<file path="config.mk">
export PLATFORM = sky130hd
export DESIGN_NAME = fra_ram
export DESIGN_NICKNAME = d
export VERILOG_FILES = /design/src/design/fragment_reassembler_macros.svh /design/src/design/fra_pkg.sv /design/src/design/fra_ram.sv
export SDC_FILE = /design/constraint.sdc
export NUM_CORES = 2
export LEC_CHECK = 0
export ABC_AREA = 0
export ABC_CLOCK_PERIOD_IN_PS = 2420
export BUFFER_PORTS_ARGS = -buffer_cell sky130_fd_sc_hd__buf_2
export CAP_MARGIN = 0
export CELL_PAD_IN_SITES_DETAIL_PLACEMENT = 1
export CELL_PAD_IN_SITES_GLOBAL_PLACEMENT = 1
export CORE_MARGIN = 2
export CORE_UTILIZATION = 56
export DETAILED_ROUTE_END_ITERATION = 8
export PLACE_DENSITY_LB_ADDON = 0.25
export SETUP_SLACK_MARGIN = 0.02
export SLEW_MARGIN = 20
export SYNTH_ARGS = -nofsm -noshare
export SYNTH_HDL_FRONTEND = slang
export SYNTH_SLANG_ARGS = --single-unit
</file>
<file path="constraint.sdc">
create_clock -name clk -period 2.42 [get_ports clk]
set_input_delay 0.121 -clock clk [delete_from_list [all_inputs] [get_ports clk]]
set_output_delay 0.121 -clock clk [all_outputs]
set_load 0.02 [all_outputs]
</file>
<file path="src/design/fragment_reassembler_macros.svh">
// ----------------------------------------------------------------------------
// Fragment reassembler assertion macros
// Clocked, reset-gated assertion shorthands used by the fragment reassembler.
// ----------------------------------------------------------------------------
`ifndef FRAGMENT_REASSEMBLER_MACROS_SVH
`define FRAGMENT_REASSEMBLER_MACROS_SVH

// antecedent implies consequent in the same cycle
`define FRA_ASSERT_IMP(lbl, ante, cons, msg) \
	lbl: assert property (@(posedge clk) disable iff (!arst_n) (ante) |-> (cons)) \
		else $error(msg);

// antecedent implies consequent in the next cycle
`define FRA_ASSERT_NEXT(lbl, ante, cons, msg) \
	lbl: assert property (@(posedge clk) disable iff (!arst_n) (ante) |=> (cons)) \
		else $error(msg);

`endif

</file>
<file path="src/design/fra_pkg.sv">
// ----------------------------------------------------------------------------
// Fragment reassembler package
// Field widths, parameter defaults, request codes and result status codes.
// ----------------------------------------------------------------------------
`default_nettype none

package fra_pkg;

	// fixed field widths
	localparam int ID_W     = 3;
	localparam int INDEX_W  = 5;
	localparam int LEN_W    = 7;
	localparam int DATA_W   = 8;
	localparam int STATUS_W = 3;

	// default geometry
	localparam int SOURCES_DEF    = 8;
	localparam int MAX_FRAGS_DEF  = 32;
	localparam int FRAG_BYTES_DEF = 64;

	// generic ram defaults
	localparam int RAM_WIDTH_DEF = DATA_W;
	localparam int RAM_DEPTH_DEF = 256;

	// request function codes
	localparam logic FUNC_FRAG  = 1'b0;
	localparam logic FUNC_DRAIN = 1'b1;

	// result status codes
	typedef enum logic [STATUS_W-1:0] {
		ST_STORED     = 3'd0,
		ST_WRONG_DEST = 3'd1,
		ST_DUPLICATE  = 3'd2,
		ST_MISSED     = 3'd3,
		ST_READY      = 3'd4,
		ST_BYTE_OUT   = 3'd5,
		ST_NOTHING    = 3'd6,
		ST_BUSY       = 3'd7
	} status_t;

endpackage

`default_nettype wire

</file>
<file path="src/design/fra_ram.sv">
// ----------------------------------------------------------------------------
// Generic single-port-write ram
// One write port and one read port, read data registered under read enable.
// ----------------------------------------------------------------------------
`default_nettype none

module fra_ram #(
	parameter int WIDTH = fra_pkg::RAM_WIDTH_DEF,
	parameter int DEPTH = fra_pkg::RAM_DEPTH_DEF,
	localparam int AW = (DEPTH > 1) ? $clog2(DEPTH) : 1
) (
	input  wire             clk,
	input  wire             we,
	input  wire  [AW-1:0]   waddr,
	input  wire  [WIDTH-1:0] wdata,
	input  wire             re,
	input  wire  [AW-1:0]   raddr,
	output logic [WIDTH-1:0] rdata
);

	logic [WIDTH-1:0] mem [DEPTH];
	logic [WIDTH-1:0] rdata_q;

	// write port
	always_ff @(posedge clk) begin
		if (we) begin
			mem[waddr] <= wdata;
		end
	end

	// registered read port, old data on collision
	always_ff @(posedge clk) begin
		if (re) begin
			rdata_q <= mem[raddr];
		end
	end

	assign rdata = rdata_q;

endmodule

`default_nettype wire

</file>
Yosys cells after proc, flatten, opt, wreduce, memory -nomap -nowiden
Memories as Yosys holds them, arrays and structs flattened. A register that Yosys moved wholly into a read port is not among the register bits. Index checks and enable logic that the tools add are counted.

Register bits after elaboration: 0. RAM bits: 2048. Logic and storage cells: 3. Memories: 1.

Memory list: mem (depth 256, bits a word 8, read ports 1, clocked after Yosys merged registers in 1, wr ports 1, RTL line fra_ram.sv:21) `logic [WIDTH-1:0] mem [DEPTH];`.

Multiplexer cells: 2.

Operators by type and width (count): $mux 1 (2).

Longest topological paths before layout
Depth after elaboration: 2. Mapped depth: 11. Depth with buffers taken out: 6.

Worst setup path after synthesis
Ideal clock, no wire load.

Path type: input port to flip-flop. Start: in raddr[0]. End: reg rdata_q[2] (netlist: rdata[2]) (read register of mem) (data pin). Library setup time: 269 ps. Arrival time: 1928 ps. Setup slack: 223 ps. Stages: 9. Path buffers: 4. Cells stage by stage: buf_6 -> buf_12 -> buf_8 -> buf_2 -> mux4_2 -> a22oi_1 -> a21oi_1 -> nor4_1 -> nor4_2.

RTL lines: from (decl) (RTL line fra_ram.sv:17) `input wire [AW-1:0] raddr,`; to (decl) (RTL line fra_ram.sv:22) `logic [WIDTH-1:0] rdata_q;`.

==> results.rst <==
.. list-table::
   :header-rows: 1

   * - Metric
     - Value
   * - Outcome
     - complete, but fails checks
   * - Violated checks
     - negative setup slack
   * - Share of the synthesized area in the top cell type
     - 0.775
   * - Leading cell type in the layout, fill and taps excluded
     - sky130_fd_sc_hd__edfxtp_1
   * - Async S/R FF share, synth
     - 0
   * - Startpoint Class
     - flip-flop
   * - Net count, final
     - about 4500
   * - Number of maximum-capacitance constraint violations
     - 0
   * - Total power divided by cell area
     - 796 nW/um2
   * - Clock latency on the worst-skew pair
     - approximately 0.84 ns
   * - Leakage Power
     - between 30 and 40 nW
   * - Via count of the first global-routing pass
     - between 40000 and 50000
   * - Worst Path Required
     - roughly 3 ns
   * - Highest clock rate
     - slightly above 400 MHz
   * - DR vias
     - 43400
   * - Area of the mapped netlist
     - between 70000 and 80000 um2
   * - Synthesized area per cell
     - approximately 21 um2
   * - Number of sinks driven by the clock tree
     - between 2000 and 2500
   * - Busiest layer in global routing
     - met2
   * - FILL cells
     - 11200
   * - Clock share of power
     - 0.416
   * - Total non-filler cell area in the finished layout
     - ~94000 um2
   * - Total die area
     - approximately 150000 um2
   * - Clock period minus worst slack
     - about 2.4 ns
   * - Synth Flop Type
     - sky130_fd_sc_hd__edfxtp_1
   * - Post-synthesis cell type count
     - between 50 and 60
   * - Clock skew after layout
     - 0.0276 ns
   * - Global-route met1 utilization
     - 0.438
   * - Row count
     - roughly 140
   * - CTS Root Buffer Type
     - sky130_fd_sc_hd__clkbuf_16
   * - Die extent in y
     - roughly 380 um
   * - Peak VDD IR
     - 611 uV
   * - Global routing usage on met3
     - 0.0613
   * - Vias per std cell
     - ~6.7
   * - Minimum setup slack after placement
     - -0.876 ns
   * - Largest fanout of any net on the critical path
     - 1
   * - CP Capture Type
     - flip-flop
   * - P_sw
     - roughly 16 mW
   * - Violation count after the first detailed-routing iteration
     - ~5900
   * - Start-to-end type of the worst setup path
     - reg2reg
   * - Number of CTS-inserted buffers
     - 200
   * - Power Total
     - between 70 and 80 mW
   * - Count of boundary I/O pins
     - 35
   * - Post-layout instance count excluding filler cells
     - 6498
   * - Final-report setup violation count
     - 1
   * - Clock H-tree levels
     - 4
   * - Routability congestion estimate from global placement
     - between 0.8 and 0.9
   * - Tightest Hold Check Type
     - in2reg
   * - Total Routing Usage GR
     - 0.326
   * - Total placed instance area
     - slightly below 90000 um2
   * - Number of synthesized flops with an enable pin
     - a little over 2000
   * - Fraction of final layout cells with drive strength greater than 1
     - 0.337
   * - Clk slew on worst S/H paths
     - about 0.060 ns
   * - Wire length per cell after detailed routing
     - roughly 36 um
   * - Cells after DPL
     - 6110
   * - Sequential cell area fraction in the yosys report
     - 0.775
   * - Most frequent cells in the layout
     - sky130_fd_sc_hd__edfxtp_1 (2056), sky130_fd_sc_hd__buf_4 (600), sky130_fd_sc_hd__mux4_2 (455), sky130_fd_sc_hd__nor2_1 (274), sky130_fd_sc_hd__clkbuf_16 (203)
   * - First-pass GRT wire length
     - approximately 340000 um
   * - Unrepaired setup endpoints after global routing
     - true
   * - Post-CTS setup buffer count
     - 0
   * - Register bit count reported by yosys
     - approximately 2000
   * - Sequential share of power
     - 0.524
   * - Number of antenna violations at the first check in global routing
     - 7
   * - Share of total power consumed by net switching
     - 0.220
   * - Clock tree from TritonCTS
     - yes
   * - Placeable core area
     - between 100000 and 150000 um2
   * - Worst hold slack
     - ~0.12 ns
   * - ANT nets after route
     - 0
   * - CP arrival
     - 3.03 ns
   * - DP Wirelength
     - 143000 um
   * - Transition time at the pin with the least slew margin
     - about 0.9 ns
   * - Most area-hungry cell type in the Yosys netlist
     - sky130_fd_sc_hd__edfxtp_1
   * - Top area cells in the synthesized netlist
     - sky130_fd_sc_hd__edfxtp_1 (78%), sky130_fd_sc_hd__mux4_2 (13%), sky130_fd_sc_hd__mux2i_1 (1.7%)
   * - Multi-input logic area
     - ~17000 um2
   * - Met2 layer usage reported by global route
     - 0.531
   * - Congestion Overflow GR
     - 0
   * - Effective utilization at floorplan
     - 0.563
   * - Post-detailed-routing wire length
     - about 230000 um
   * - FF+latch area
     - between 60000 and 70000 um2
   * - Yosys warnings
     - 0
   * - Internal power summed over all cells
     - slightly below 60 mW
   * - Number of buffers on the longest clock path
     - 3
   * - Hold Violations, Final
     - 0
   * - Worst slew margin
     - 0.397
   * - Post-synth net total
     - between 3000 and 4000
   * - Final period utilization
     - 1.01
   * - Combinational group share of total power
     - 0.060
   * - Final worst-path setup slack
     - -0.0165 ns
   * - IO buf count
     - 34
   * - Number of detailed-route iterations in the first pass
     - 5
   * - Die Width
     - 381 um
   * - Largest net degree at the start of global routing
     - slightly above 100
   * - Number of standard cells after synthesis
     - 3733
   * - Final max-slew violation count
     - 0
   * - DRC
     - 0
   * - Syn-to-layout area delta
     - 18.4%
==> cells by family after synthesis <==
group,after synthesis,synth area share
AOI/OAI and AO/OA,385,0.0342
muxes,591,0.146
buffers and inverters,235,0.0183
and+or+nand+nor,466,0.0263
DFF,2056,0.775
==> registers in the layout, summed over array words and instances, names as in the netlist <==
register and cells:
mem 2048, rdata 8
==> worst paths after layout <==
kind | slack, ns | endpoint | cells past startpoint | from
max | -0.02 | rdata[1] | 7 | mem[131][1]
min | 0.12 | mem[218][6] | 4 | we
max reg2reg | -0.02 | rdata[1] | 7 | mem[131][1]
min reg2reg | 1.26 | rdata[2] | 6 | mem[46][2]
==> cell usage after synthesis, types with 3 or more instances <==
master,instances
sky130_fd_sc_hd__nand4_1,10
sky130_fd_sc_hd__o22ai_1,28
sky130_fd_sc_hd__a211oi_1,16
sky130_fd_sc_hd__clkbuf_1,111
sky130_fd_sc_hd__buf_8,13
sky130_fd_sc_hd__a21oi_1,96
sky130_fd_sc_hd__nand2_1,33
sky130_fd_sc_hd__buf_2,31
sky130_fd_sc_hd__or2_2,4
sky130_fd_sc_hd__and2_1,6
sky130_fd_sc_hd__a22oi_1,133
sky130_fd_sc_hd__o221ai_1,46
sky130_fd_sc_hd__edfxtp_1,2056
sky130_fd_sc_hd__buf_1,22
sky130_fd_sc_hd__nor2_1,282
sky130_fd_sc_hd__buf_6,21
sky130_fd_sc_hd__o22a_1,5
sky130_fd_sc_hd__nand2b_1,8
sky130_fd_sc_hd__o32ai_1,4
sky130_fd_sc_hd__nor3_1,22
sky130_fd_sc_hd__mux4_2,454
sky130_fd_sc_hd__nand3_1,34
sky130_fd_sc_hd__mux2i_1,134
sky130_fd_sc_hd__nor4_2,3
sky130_fd_sc_hd__a221oi_1,13
sky130_fd_sc_hd__o211ai_1,10
sky130_fd_sc_hd__buf_4,27
sky130_fd_sc_hd__buf_12,8
sky130_fd_sc_hd__nor2b_1,31
sky130_fd_sc_hd__a22o_1,8
sky130_fd_sc_hd__nor4_1,24
sky130_fd_sc_hd__o21ai_0,10
==> stage by stage <==
step / util / setup TNS (ns)
2_1_floorplan: - / 0
3_3_place_gp: 0.615 / -6.27
3_5_place_dp: 0.615 / -5.71
4_1_cts: 0.665 / -0.0869
5_1_grt: 0.666 / -0.0909
6_report: 0.667 / -0.0165
==> critical path, stage by stage (launching register included) <==
cell,delay (ns)
sky130_fd_sc_hd__edfxtp_1,0.39
sky130_fd_sc_hd__mux4_2,0.55
sky130_fd_sc_hd__mux4_2,0.54
sky130_fd_sc_hd__nor2_4,0.16
sky130_fd_sc_hd__a2111oi_4,0.06
sky130_fd_sc_hd__nor3_2,0.24
sky130_fd_sc_hd__buf_4,0.21
sky130_fd_sc_hd__nor4_4,0.04
==> what timing repair did <==
| item | in CTS | in global routing |
|---|---|---|
| gates cloned | 0 | 0 |
| resized for setup | 70 | 31 |
| hold buffers | 15 | 0 |
| endpoints found under the setup margin | 8 | 8 |
| pin swaps | 19 | 20 |
| endpoints found under the hold margin | 1082 | 0 |
==> power by group through the flow <==
stage / clock network, mW / logic [mW] / registers [mW]
final: 31.2 / 4.49 / 39.3
after floorplan: 0 / 1.91 / 40.1
after detailed placement: 0 / 4.20 / 40.1
after global routing: 32.6 / 4.65 / 39.3
after CTS: 31.5 / 4.40 / 39.3
after global placement: 0 / 4.02 / 40.1
==> per-layer routing <==
| layer | up-vias | wire length, um |
|---|---|---|
| met1 | 22900 | 84700 |
| li1 | 17100 | - |
| met2 | 2875 | 115000 |
| met4 | 2 | 10800 |
| met3 | 583 | 22400 |
| met5 | - | 12 |
==> layout make-up <==
cell class | count | area share
antenna | 2 | 0.0000531
clock buffer | 239 | 0.0553
clock inverter | 134 | 0.0135
inverter | 2 | 0.0000796
multi-input combinational | 1442 | 0.181
sequential | 2056 | 0.655
tap | 1890 | 0.0251
timing repair buffer | 733 | 0.0696
Power figures use the tool's default switching activity.
